==> config.mk <==
export PLATFORM = sky130hd
export DESIGN_NAME = motor_link_frame_receiver
export DESIGN_NICKNAME = d
export VERILOG_FILES = /design/src/hw/rtl/mlfr_pkg.sv /design/src/hw/rtl/mlfr_field.sv /design/src/hw/rtl/mlfr_packet.sv /design/src/hw/rtl/motor_link_frame_receiver.sv
export SDC_FILE = /design/constraint.sdc
export NUM_CORES = 1
export LEC_CHECK = 0
export ABC_AREA = 1
export BUFFER_PORTS_ARGS = -buffer_cell sky130_fd_sc_hd__buf_2
export CORE_ASPECT_RATIO = 0.5
export CORE_MARGIN = 3
export CORE_UTILIZATION = 35
export CTS_CLUSTER_SIZE = 10
export DETAILED_ROUTE_END_ITERATION = 7
export SLEW_MARGIN = 40
export SYNTH_ARGS = -nofsm -noshare
export SYNTH_HDL_FRONTEND = slang
export SYNTH_HIERARCHICAL = 1
export SYNTH_SLANG_ARGS = --single-unit
==> constraint.sdc <==
create_clock -name clk -period 10.5 [get_ports clk]
set_input_delay 0 -clock clk [delete_from_list [all_inputs] [get_ports clk]]
set_output_delay 0 -clock clk [all_outputs]
set_load 0.01 [all_outputs]
==> src/hw/rtl/mlfr_pkg.sv <==
// Shared types and constants for the motor link frame receiver.
// Used by every module under hw/rtl; depends on nothing else.
`timescale 1ns / 1ps

package mlfr_pkg;

	// Fixed framing of the binary packet.
	localparam int unsigned PACKET_LEN = 7;
	localparam logic [7:0] HEADER_BYTE = 8'hA5;
	localparam logic [7:0] SPEED_FUNC  = 8'h02;

	// Characters of the text lines.
	localparam logic [7:0] CH_NL    = 8'h0A;
	localparam logic [7:0] CH_COMMA = 8'h2C;
	localparam logic [7:0] CH_DOT   = 8'h2E;
	localparam logic [7:0] CH_PLUS  = 8'h2B;
	localparam logic [7:0] CH_MINUS = 8'h2D;
	localparam logic [7:0] CH_SPACE = 8'h20;
	localparam logic [7:0] CH_TAB   = 8'h09;
	localparam logic [7:0] CH_CR    = 8'h0D;
	localparam logic [7:0] CH_ZERO  = 8'h30;
	localparam logic [7:0] CH_NINE  = 8'h39;

	// Result kinds.
	localparam logic [1:0] KIND_SPEED   = 2'd0;
	localparam logic [1:0] KIND_ENCODER = 2'd1;
	localparam logic [1:0] KIND_ANGLE   = 2'd2;

	// Packet counter width (counts 0 to PACKET_LEN-1).
	localparam int unsigned PCNT_W = $clog2(PACKET_LEN);

	// One result item plus its valid flag.
	typedef struct packed {
		logic        vld;
		logic [1:0]  kind;
		logic [31:0] left_value;
		logic [31:0] right_value;
	} result_t;

	// Control of one number field parser.
	typedef struct packed {
		logic clr;
		logic feed;
	} field_ctl_t;

	// Status of the packet parser.
	typedef struct packed {
		logic              mode;
		logic [PCNT_W-1:0] count;
	} pkt_sts_t;

endpackage

==> src/hw/rtl/mlfr_field.sv <==
// Parser for one decimal number field of a text line (integer or angle).
// Depends on mlfr_pkg for the character constants and the control struct.
`timescale 1ns / 1ps

module mlfr_field (
	input  logic                   clk,
	input  logic                   arst_n,
	input  mlfr_pkg::field_ctl_t   ctl,
	input  logic [7:0]             ch,
	input  logic                   angle,
	output logic [31:0]            value
);

	localparam logic [2:0] PH_SPACE = 3'd0;
	localparam logic [2:0] PH_SIGN  = 3'd1;
	localparam logic [2:0] PH_WHOLE = 3'd2;
	localparam logic [2:0] PH_FRAC  = 3'd3;
	localparam logic [2:0] PH_DONE  = 3'd4;

	logic [2:0]  phase_q, e_phase, n_phase;
	logic        neg_q, e_neg, n_neg;
	logic [31:0] whole_q, e_whole, n_whole;
	logic [6:0]  frac_q, e_frac, n_frac;
	logic [1:0]  fdig_q, e_fdig, n_fdig;

	logic        is_digit;
	logic        is_blank;
	logic        is_sign;
	logic        is_dot;
	logic [3:0]  dval;
	logic [31:0] whole_x10;
	logic [9:0]  frac_x10;
	logic [6:0]  frac_scaled;
	logic [31:0] mag;

	// Character classes.
	assign is_digit = (ch >= mlfr_pkg::CH_ZERO) && (ch <= mlfr_pkg::CH_NINE);
	assign is_blank = (ch == mlfr_pkg::CH_SPACE) ||
		((ch >= mlfr_pkg::CH_TAB) && (ch <= mlfr_pkg::CH_CR));
	assign is_sign  = (ch == mlfr_pkg::CH_PLUS) || (ch == mlfr_pkg::CH_MINUS);
	assign is_dot   = (ch == mlfr_pkg::CH_DOT);
	assign dval     = is_digit ? ch[3:0] : 4'd0;

	// The clear comes first, then the character is applied to the cleared state.
	always_comb begin
		e_phase = ctl.clr ? PH_SPACE : phase_q;
		e_neg   = ctl.clr ? 1'b0 : neg_q;
		e_whole = ctl.clr ? 32'd0 : whole_q;
		e_frac  = ctl.clr ? 7'd0 : frac_q;
		e_fdig  = ctl.clr ? 2'd0 : fdig_q;
	end

	assign whole_x10 = {e_whole[28:0], 3'b000} + {e_whole[30:0], 1'b0};
	assign frac_x10  = {e_frac, 3'b000} + {2'b00, e_frac, 1'b0};

	// Next state of the number grammar.
	always_comb begin
		n_phase = e_phase;
		n_neg   = e_neg;
		n_whole = e_whole;
		n_frac  = e_frac;
		n_fdig  = e_fdig;
		if (ctl.feed) begin
			case (e_phase)
				PH_SPACE, PH_SIGN: begin
					if ((e_phase == PH_SPACE) && is_blank) begin
						n_phase = e_phase;
					end else if ((e_phase == PH_SPACE) && is_sign) begin
						n_neg   = (ch == mlfr_pkg::CH_MINUS);
						n_phase = PH_SIGN;
					end else if (is_digit) begin
						n_whole = {28'd0, dval};
						n_phase = PH_WHOLE;
					end else if (is_dot) begin
						n_phase = PH_FRAC;
					end else begin
						n_phase = PH_DONE;
					end
				end
				PH_WHOLE: begin
					if (is_digit) begin
						n_whole = whole_x10 + {28'd0, dval};
					end else if (is_dot) begin
						n_phase = PH_FRAC;
					end else begin
						n_phase = PH_DONE;
					end
				end
				PH_FRAC: begin
					if (is_digit) begin
						if (e_fdig < 2'd2) begin
							n_frac = 7'(frac_x10 + {6'd0, dval});
							n_fdig = e_fdig + 2'd1;
						end
					end else begin
						n_phase = PH_DONE;
					end
				end
				default: begin
					n_phase = e_phase;
				end
			endcase
		end
	end

	always_ff @(posedge clk or negedge arst_n) begin
		if (!arst_n) begin
			phase_q <= PH_SPACE;
			neg_q   <= 1'b0;
			whole_q <= 32'd0;
			frac_q  <= 7'd0;
			fdig_q  <= 2'd0;
		end else begin
			phase_q <= n_phase;
			neg_q   <= n_neg;
			whole_q <= n_whole;
			frac_q  <= n_frac;
			fdig_q  <= n_fdig;
		end
	end

	// Field value: an angle is whole*100 plus the fraction in hundredths.
	assign frac_scaled = (fdig_q == 2'd1) ? 7'({frac_q, 3'b000} + {2'b00, frac_q, 1'b0})
		: frac_q;
	assign mag = angle ? ({whole_q[25:0], 6'd0} + {whole_q[26:0], 5'd0} +
		{whole_q[29:0], 2'd0} + {25'd0, frac_scaled}) : whole_q;
	assign value = neg_q ? (32'd0 - mag) : mag;

endmodule

==> src/hw/rtl/mlfr_packet.sv <==
// Parser for the seven-byte binary speed packet with its additive checksum.
// Depends on mlfr_pkg for the framing constants, result and status structs.
`timescale 1ns / 1ps

module mlfr_packet (
	input  logic                 clk,
	input  logic                 arst_n,
	input  logic                 step,
	input  logic [7:0]           ch,
	output mlfr_pkg::pkt_sts_t   sts,
	output mlfr_pkg::result_t    res
);

	localparam logic [mlfr_pkg::PCNT_W-1:0] LAST_CNT = mlfr_pkg::PCNT_W'(mlfr_pkg::PACKET_LEN - 1);

	logic                       mode_q;
	logic [mlfr_pkg::PCNT_W-1:0] count_q;
	logic [7:0]                 sum_q;
	logic [7:0]                 bytes_q [0:4];
	logic                       is_hdr;
	logic                       at_end;
	logic [mlfr_pkg::PCNT_W-1:0] wr_idx;

	assign is_hdr = (ch == mlfr_pkg::HEADER_BYTE);
	assign at_end = (count_q >= LAST_CNT);
	assign wr_idx = count_q - 1'b1;

	// Packet control: header starts, the checksum byte ends.
	always_ff @(posedge clk or negedge arst_n) begin
		if (!arst_n) begin
			mode_q  <= 1'b0;
			count_q <= '0;
			sum_q   <= 8'd0;
		end else if (step) begin
			if (is_hdr) begin
				mode_q  <= 1'b1;
				count_q <= mlfr_pkg::PCNT_W'(1);
				sum_q   <= mlfr_pkg::HEADER_BYTE;
			end else if (mode_q) begin
				if (at_end) begin
					mode_q  <= 1'b0;
					count_q <= '0;
					sum_q   <= 8'd0;
				end else begin
					count_q <= count_q + 1'b1;
					sum_q   <= sum_q + ch;
				end
			end
		end
	end

	// Packet bytes two to six; each is written before the checksum is seen.
	always_ff @(posedge clk) begin
		if (step && !is_hdr && mode_q && !at_end) begin
			bytes_q[wr_idx] <= ch;
		end
	end

	// Result on a good checksum with the speed function code.
	always_comb begin
		res.vld         = step && !is_hdr && mode_q && at_end &&
			(sum_q == ch) && (bytes_q[0] == mlfr_pkg::SPEED_FUNC);
		res.kind        = mlfr_pkg::KIND_SPEED;
		res.left_value  = {{16{bytes_q[1][7]}}, bytes_q[1], bytes_q[2]};
		res.right_value = {{16{bytes_q[3][7]}}, bytes_q[3], bytes_q[4]};
	end

	assign sts.mode  = mode_q;
	assign sts.count = count_q;

endmodule

==> src/hw/rtl/motor_link_frame_receiver.sv <==
// Top level of the motor link frame receiver: input register, line control,
// packet and field parsers, result register. Depends on mlfr_pkg, mlfr_packet, mlfr_field.
`timescale 1ns / 1ps

// The receiver takes one received link byte per item and delivers at most one
// result item per byte: a speed pair from a checked binary packet (kind 0), or
// an encoder pair (kind 1) or angle pair in hundredths of a degree (kind 2)
// from a comma separated text line ended by newline. It accepts one item every
// clock cycle unless output backpressure holds it; a result passes through the
// input register and then the result register, and all parse state is updated
// in the single step between them. Output backpressure stalls the input
// register, and the input side keeps taking items while the result
// register is free or being emptied. LINE_LEN sets the longest text line.
module motor_link_frame_receiver #(
	parameter int unsigned LINE_LEN = 64
) (
	input  logic               clk,
	input  logic               arst_n,
	input  logic               in_valid,
	output logic               in_ready,
	input  logic [7:0]         rx_byte,
	output logic               out_valid,
	input  logic               out_ready,
	output logic [1:0]         kind,
	output logic signed [31:0] left_value,
	output logic signed [31:0] right_value
);

	localparam int unsigned LC_W = $clog2(LINE_LEN);
	localparam logic [LC_W-1:0] LINE_LAST = LC_W'(LINE_LEN - 1);

	logic                 vld_s1;
	logic [7:0]           byte_s1;
	logic                 adv;
	logic                 is_hdr;
	logic                 is_nl;
	logic                 line_step;
	logic                 restart;
	logic                 comma_base;
	logic                 dot_base;
	logic [LC_W-1:0]      cnt_base;
	logic [LC_W-1:0]      line_cnt_q;
	logic                 comma_q;
	logic                 dot_q;
	mlfr_pkg::pkt_sts_t   pkt_sts;
	mlfr_pkg::result_t    pkt_res;
	mlfr_pkg::result_t    res;
	mlfr_pkg::field_ctl_t ctl0;
	mlfr_pkg::field_ctl_t ctl1;
	logic [31:0]          val0;
	logic [31:0]          val1;
	logic [1:0]           kind_q;
	logic [31:0]          left_q;
	logic [31:0]          right_q;

	// Handshake: stage one moves on when the result register is free or drains.
	assign adv      = vld_s1 && (!out_valid || out_ready);
	assign in_ready = !vld_s1 || adv;

	// Input register.
	always_ff @(posedge clk or negedge arst_n) begin
		if (!arst_n) begin
			vld_s1 <= 1'b0;
		end else if (in_ready) begin
			vld_s1 <= in_valid;
		end
	end

	always_ff @(posedge clk) begin
		if (in_valid && in_ready) begin
			byte_s1 <= rx_byte;
		end
	end

	// Line control: a full line restarts with the new byte.
	assign is_hdr     = (byte_s1 == mlfr_pkg::HEADER_BYTE);
	assign is_nl      = (byte_s1 == mlfr_pkg::CH_NL);
	assign line_step  = adv && !is_hdr && !pkt_sts.mode;
	assign restart    = (line_cnt_q >= LINE_LAST);
	assign comma_base = restart ? 1'b0 : comma_q;
	assign dot_base   = restart ? 1'b0 : dot_q;
	assign cnt_base   = restart ? '0 : line_cnt_q;

	always_ff @(posedge clk or negedge arst_n) begin
		if (!arst_n) begin
			line_cnt_q <= '0;
			comma_q    <= 1'b0;
			dot_q      <= 1'b0;
		end else if (adv && is_hdr) begin
			line_cnt_q <= '0;
			comma_q    <= 1'b0;
			dot_q      <= 1'b0;
		end else if (line_step) begin
			if (is_nl) begin
				line_cnt_q <= '0;
				comma_q    <= 1'b0;
				dot_q      <= 1'b0;
			end else begin
				line_cnt_q <= cnt_base + 1'b1;
				comma_q    <= comma_base || (byte_s1 == mlfr_pkg::CH_COMMA);
				dot_q      <= dot_base || (byte_s1 == mlfr_pkg::CH_DOT);
			end
		end
	end

	// Field controls: the second field only sees bytes after the first comma.
	always_comb begin
		ctl0.clr  = (adv && is_hdr) || (line_step && (restart || is_nl));
		ctl0.feed = line_step && !is_nl;
		ctl1.clr  = ctl0.clr;
		ctl1.feed = line_step && !is_nl && comma_base;
	end

	mlfr_packet u_packet (
		.clk    (clk),
		.arst_n (arst_n),
		.step   (adv),
		.ch     (byte_s1),
		.sts    (pkt_sts),
		.res    (pkt_res)
	);

	mlfr_field u_field0 (
		.clk    (clk),
		.arst_n (arst_n),
		.ctl    (ctl0),
		.ch     (byte_s1),
		.angle  (dot_q),
		.value  (val0)
	);

	mlfr_field u_field1 (
		.clk    (clk),
		.arst_n (arst_n),
		.ctl    (ctl1),
		.ch     (byte_s1),
		.angle  (dot_q),
		.value  (val1)
	);

	// Result selection: packet result, or a line result at newline.
	always_comb begin
		if (line_step && is_nl && comma_base) begin
			res.vld         = 1'b1;
			res.kind        = dot_q ? mlfr_pkg::KIND_ANGLE : mlfr_pkg::KIND_ENCODER;
			res.left_value  = val0;
			res.right_value = val1;
		end else begin
			res = pkt_res;
		end
	end

	// Result register.
	always_ff @(posedge clk or negedge arst_n) begin
		if (!arst_n) begin
			out_valid <= 1'b0;
		end else if (adv) begin
			out_valid <= res.vld;
		end else if (out_ready) begin
			out_valid <= 1'b0;
		end
	end

	always_ff @(posedge clk) begin
		if (adv && res.vld) begin
			kind_q  <= res.kind;
			left_q  <= res.left_value;
			right_q <= res.right_value;
		end
	end

	assign kind        = kind_q;
	assign left_value  = left_q;
	assign right_value = right_q;

	// A new result only ever comes from an item leaving the input register.
	a_result_source: assert property (@(posedge clk) disable iff (!arst_n)
		(out_valid && (!$past(out_valid) || $past(out_ready))) |-> $past(adv))
		else $error("result register loaded without an item");

	// The held line never grows past its limit.
	a_line_limit: assert property (@(posedge clk) disable iff (!arst_n)
		line_cnt_q <= LINE_LAST)
		else $error("line count past limit");

	// Inside a packet the byte counter stays between the header and the checksum.
	a_packet_count: assert property (@(posedge clk) disable iff (!arst_n)
		pkt_sts.mode |-> ((pkt_sts.count != '0) &&
			(pkt_sts.count <= mlfr_pkg::PCNT_W'(mlfr_pkg::PACKET_LEN - 1))))
		else $error("packet count out of range");

	// A valid result never carries an unused kind code.
	a_kind_code: assert property (@(posedge clk) disable iff (!arst_n)
		out_valid |-> ((kind == mlfr_pkg::KIND_SPEED) || (kind == mlfr_pkg::KIND_ENCODER) ||
			(kind == mlfr_pkg::KIND_ANGLE)))
		else $error("unused result kind");

endmodule

# Word-level counts from Yosys, hierarchy flattened
# Memory sizes are Yosys's and may differ from the RTL's.
# Index checks and enable logic that the tools add are counted.
word_totals:
  ff_bits: 186
  mem_bits_rw: 40
  in_bits: 12
  n_memories: 1
memory_table:
  columns: ["memory", "words", "word_bits", "read_ports", "rd_clocked_by_memory_dff", "wr", "line_no", "source"]
  rows:
  - ["u_packet.bytes_q", 5, 8, 5, 0, 1, "mlfr_packet.sv:19", "logic [7:0] bytes_q [0:4];"]
classes:
  addsub: 24
  order_cmp: 8
  n_eq_ne: 17
  muxes: 94
  reduce_logical: 44
op_table:
  columns: ["operator", "count"]
  rows:
  - ["32-bit 2-to-1 mux", 16]
  - ["32-bit adder", 6]
  - ["32-bit one-hot mux with 2 select lines", 2]
  - ["7-bit 2-to-1 mux", 12]
  - ["67-bit 2-to-1 mux", 1]
  - ["32-bit by 4-bit adder with 32-bit output", 2]
  - ["32-bit by 7-bit adder with 32-bit output", 2]
  - ["1-bit by 32-bit subtractor with 32-bit output (first input constant)", 2]
  - ["3-bit 2-to-1 mux", 17]
  - ["8-bit by 6-bit == test with 1-bit output (second input constant)", 5]
  - ["7-bit adder", 4]
  - ["1-bit 2-to-1 mux", 25]
  - ["6-bit 2-to-1 mux", 4]
  - ["8-bit 2-to-1 mux", 3]
  - ["1-bit logical AND", 22]
  - ["2-bit 2-to-1 mux", 11]
  - ["3-bit one-hot mux with 3 select lines", 2]
  - ["7-bit by 4-bit adder with 7-bit output", 2]
  - ["3-bit by 2-bit == test with 1-bit output (second input constant)", 4]
  - ["8-bit adder", 1]
  - ["8-bit by 2-bit == test with 1-bit output (second input constant)", 1]
  - ["8-bit by 4-bit == test with 1-bit output (second input constant)", 1]
  - ["8-bit == test", 1]
  - ["8-bit == test (second input constant)", 1]
  - ["other kinds (20)", 40]

# Depth between registers and ports, before layout
depth:
  ltp_word: 14
  mapped_depth: 31

# Cells and area by module
# Netlist, hierarchy kept.
by_module_without_submodules:
  columns: ["module", "instances", "cells_per_inst", "area_each_um2", "seq_area_each_um2"]
  rows:
  - ["mlfr_field at u_field0", 1, 1519, 9359.0, 1126.1]
  - ["mlfr_field at u_field1", 1, 1518, 9355.2, 1126.1]
  - ["motor_link_frame_receiver", 1, 400, 3906.2, 2472.4]
  - ["mlfr_packet", 1, 218, 2489.9, 1501.4]

# Worst setup path after synthesis
# No wires, ideal clock.
synth_path:
  path_kind: "register to register"
  start: "register byte_s1[3]"
  end: "register u_field0.whole_q[28]"
  setup_ns: 0.117
  arrival_time_ns: 4.919
  required_ns: 10.383
  path_slack_ns: 5.464
  path_stages_with_launch: 29
  cell_sequence: "edfxtp_1 nor2_1 nand3_1 nor2_1 nand2_1 nand2_1 inv_1 a21oi_1 clkbuf_1 clkbuf_1 clkbuf_1 nor2_1 fa_1 inv_1 fa_1 inv_1 nand3_1 nand2_1 a21oi_1 o21ai_0 nand3_1 o211ai_1 nand2_1 nand3_1 nand3_1 nand2_1 nand2_1 nand2_1 nand2_1"
synth_rtl:
  columns: ["item", "line_no", "source"]
  rows:
  - ["from (decl)", "motor_link_frame_receiver.sv:33", "logic [7:0] byte_s1;"]
  - ["from (signal assigned)", "motor_link_frame_receiver.sv:71", "byte_s1 <= rx_byte;"]
  - ["to (signal assigned)", "mlfr_field.sv:116", "whole_q <= n_whole;"]
  - ["to (decl)", "mlfr_field.sv:22", "logic [31:0] whole_q, e_whole, n_whole;"]

==> flow_summary.yaml <==
critical_path:
  worst_path_most_repeated_cell: "nand2_1"
  cp-end-kind: "flop"
  timing.rr.start: "byte_s1[5]"
  path_buf_inv: 6
  reg2reg_to: "u_field1/whole_q[28]"
  worstRegToRegCells: 26
  rrSetupSlack_ns: 4.90
  path_delay_family: "buffers and inverters"
  worstPathMaxFanout: 47
  crit_type: "flop to flop"
  crit_path_top_delay_cell: "edfxtp_1"
  cp.arrival_ns: 6.05
  start_kind: "flop"
  crit_path_max_incr_delay_ns: 0.63
  required_ns: 10.95
worst_hold_path:
  min_from: "rx_byte[1]"
  hold_end: "byte_s1[1]"
  holdPathStages: 2
  hold_path.class: "input pin to flop"
drt:
  dr.first_iter.drc_count: 1724
  vias_per_cell: 5.08
  dr.pass1.iters: 7
  routedWlPerCell_um: 16.5
  wl_met3_um: 3540
  highest_layer: "met4"
  route.vias.total: 23700
  drc_errors: 0
  ant_nets: 0
  dr_wl_met2_um: 36000
  totalWireLength_um: 76900
  wl_met1_um: 35400
final_layout:
  area_growth_pct: 8.61
  seqCellArea_mm2: 0.00623
  multiInputGateArea_mm2: 0.0163
  finalNetCount: 4039
  drive_above_1_share_pct: 7.16
  n_fill_cell: 7358
  antenna_cells: 0
yosys:
  synth_top_cell_area_share_pct: 15.0
  synth_cell_types: 60
  synthArstFlopShare_pct: 49.6
  synth_area_mm2: 0.0251
  ys.flop_type: "edfxtp_1"
  synth_edf_count: 114
  synth_area_leaders: "nand2_1 (15%), edfxtp_1 (14%), ha_1 (13%), dfrtp_1 (11%), inv_1 (7.5%)"
  synth_top_area_cell: "nand2_1"
  synth.avg_cell_area_um2: 6.87
  syn_inst: 3655
  ys_seq_elements: 226
  yosys_warnings: 6
  yosysSeqAreaShare_pct: 24.8
timing:
  tightest_slew_ns: 0.874
  finalHoldViolations: 0
  fin_crit_ns: 5.60
  setup_slack_ns: 4.90
  drv_slew: 0
  final-setup-viol-count: 0
  skew_ns: 0.0171
  finalSetupTns_ns: 0
  slew-limit-headroom_pct: 41.1
  rsz0062_at_grt: "false"
  min_period_over_period_pct: 53.3
  max_freq_mhz: 179
pwr:
  ir_drop_v: 0.000120
  powerDensity_mw_per_mm2: 116
  switchingPower_w: 0.00127
  pwr-share-comb_pct: 36.0
  internal-power_w: 0.00190
  power.total_w: 0.00317
  p_leak_nw: 14.6
  clockPowerShare_pct: 30.7
  power_frac_seq_pct: 33.3
  swShare_pct: 40.0
cts:
  clk_pin_slew_worst_paths_ns: 0.06
  cts_tree: "done"
  cts_hold_buf: 13
  cts-resized-gates: 0
  cts_root_buffer: "clkbuf_16"
  cts_buffers: 29
  clock_sinks: 226
  worst_skew_pair.late_latency_ns: 0.57
  post_cts_buffers: 0
  clk_path_buf_depth: 3
  htreeDepth: 1
floorplan:
  core-area_mm2: 0.0699
  rows: 68
  start_util_pct: 35.9
  dieWidth_um: 385
  die_area_mm2: 0.0752
  ios: 80
  die_h_um: 195
global_route:
  grt.total_usage_pct: 20.0
  antenna_found_initial: 0
  first_global_vias: 22600
  overflow: 0
  grt_pass1_wl_um: 122000
  grt_max_degree: 67
placed_design:
  hpwl_um: 61000
  portBuffers: 79
  place_ws_ns: 5.01
  place_congestion: 0.937
run_status:
  status: "complete, no violations"
run:
  cap_violations: 0
[final cells by class]
class	count	area share, %
Tap cell	945	4.34
Clock buffer	47	2.98
Clock inverter	7	0.335
Multi-Input combinational cell	2797	59.7
Sequential cell	226	22.8
Inverter	527	7.25
Timing Repair Buffer	113	2.55
[through the flow]
| step | hold WS (ns) | util [%] | instances | cell area, um2 |
|---|---|---|---|---|
| 2_1_floorplan | -0.296 | - | 3656 | 25100 |
| 3_3_place_gp | 0.118 | 37.5 | 4594 | 26200 |
| 3_5_place_dp | 0.125 | 37.5 | 4594 | 26200 |
| 4_1_cts | 0.0655 | 39.0 | 4661 | 27300 |
| 5_1_grt | 0.158 | 39.0 | 4662 | 27300 |
| 6_report | 0.156 | 39.0 | 4662 | 27300 |
[worst max path at each step]
| stage | startpoint | to | depth (start not counted) |
|---|---|---|---|
| floorplan | byte_s1[3] | u_field0/whole_q[28] | 28 |
| global placement | byte_s1[5] | u_field1/whole_q[28] | 26 |
| detailed placement | byte_s1[5] | u_field1/whole_q[28] | 26 |
| CTS | byte_s1[5] | u_field1/whole_q[28] | 26 |
| global route | byte_s1[3] | u_field1/whole_q[28] | 26 |
| finish | byte_s1[5] | u_field1/whole_q[28] | 26 |
[synth_stat cells, types with 7 or more instances]
master    count
nor3_1       28
clkbuf_1     30
dfrtp_1     112
o211ai_1     12
a21oi_1     239
inv_1       502
buf_6        14
nand2_2      26
xnor2_1      40
o21ai_2       7
inv_2        21
edfxtp_1    114
nor2_1      449
a21o_1        9
nand3b_1     15
nor2_2       26
nand3_1     221
buf_4        36
nand4_1      42
xor2_1       52
ha_1        266
buf_1         7
nor2_4       10
buf_2        19
fa_1         67
nand3_2      12
o22ai_1      13
nand2_1    1004
o32ai_1      15
o21bai_1     15
o31ai_1       8
o21ai_1      18
o21ai_0     139
[sequential cells by signal (all words and copies together), names as in the netlist]
| register | cells |
|---|---|
| u_field1/neg_q | 1 |
| u_field0/whole_q | 32 |
| u_packet/count_q | 3 |
| u_field0/frac_q | 7 |
| dot_q | 1 |
| line_cnt_q | 6 |
| u_field1/fdig_q | 2 |
| u_packet/bytes_q | 40 |
| u_field1/whole_q | 32 |
| kind | 2 |
| out_valid | 1 |
| vld_s1 | 1 |
| u_packet/mode_q | 1 |
| u_field1/phase_q | 3 |
| comma_q | 1 |
| u_field0/fdig_q | 2 |
| byte_s1 | 8 |
| u_field1/frac_q | 7 |
| u_packet/sum_q | 8 |
| u_field0/phase_q | 3 |
| u_field0/neg_q | 1 |
| right_value | 32 |
| left_value | 32 |
[cells in the final DEF, fill, tap and decap left out, types with 5 or more instances in the layout]
cell	instances
xor2_1	52
clkbuf_1	16
buf_2	78
dfrtp_1	111
a21o_1	9
dlygate4sd3_1	14
nand3b_1	15
nor2_4	10
o32ai_1	15
o21ai_0	139
nor2_1	447
xnor2_1	40
o31ai_1	8
clkbuf_16	29
nand3_2	12
buf_4	19
nand3_1	221
nor4_1	6
nor2_2	28
clkinv_1	5
inv_1	501
nor3_2	7
nand4_1	42
inv_2	22
a21oi_1	238
o21bai_1	15
nand2_2	26
edfxtp_1	114
o21ai_2	7
o211ai_1	12
ha_1	266
o21a_1	6
a31oi_1	6
o21ai_1	18
nand2_1	1004
nor3_1	26
o22ai_1	13
fa_1	67
[power groups by stage]
stage,registers (W),clock network [W],logic [W]
6_report,0.00106,0.000974,0.00114
4_1_cts,0.00106,0.000995,0.00113
2_1_floorplan,0.00104,0,0.000858
5_1_grt,0.00106,0.00103,0.00127
3_3_place_gp,0.00107,0,0.00111
3_5_place_dp,0.00107,0,0.00112
[per-layer routing]
| layer | vias up | track usage, % |
|---|---|---|
| met1 | 11100 | 26.8 |
| met3 | 107 | 2.29 |
| li1 | 11900 | - |
| met2 | 564 | 34.3 |
| met5 | - | 0 |
| met4 | 0 | 4.87 |
[cell families (layout without fill, tap and decap cells)]
logic type	Yosys count	in the layout	share of synthesized area, %
xor+xnor	93	93	3.27
mux	5	5	0.214
flops	226	226	24.8
simple gates	1859	1859	31.3
compound gates	505	505	11.3
other cells	1	2	0.0149
buf+inv	633	694	10.5
fa+ha+maj	333	333	18.6
No activity file was read; power rests on OpenSTA's default activity.
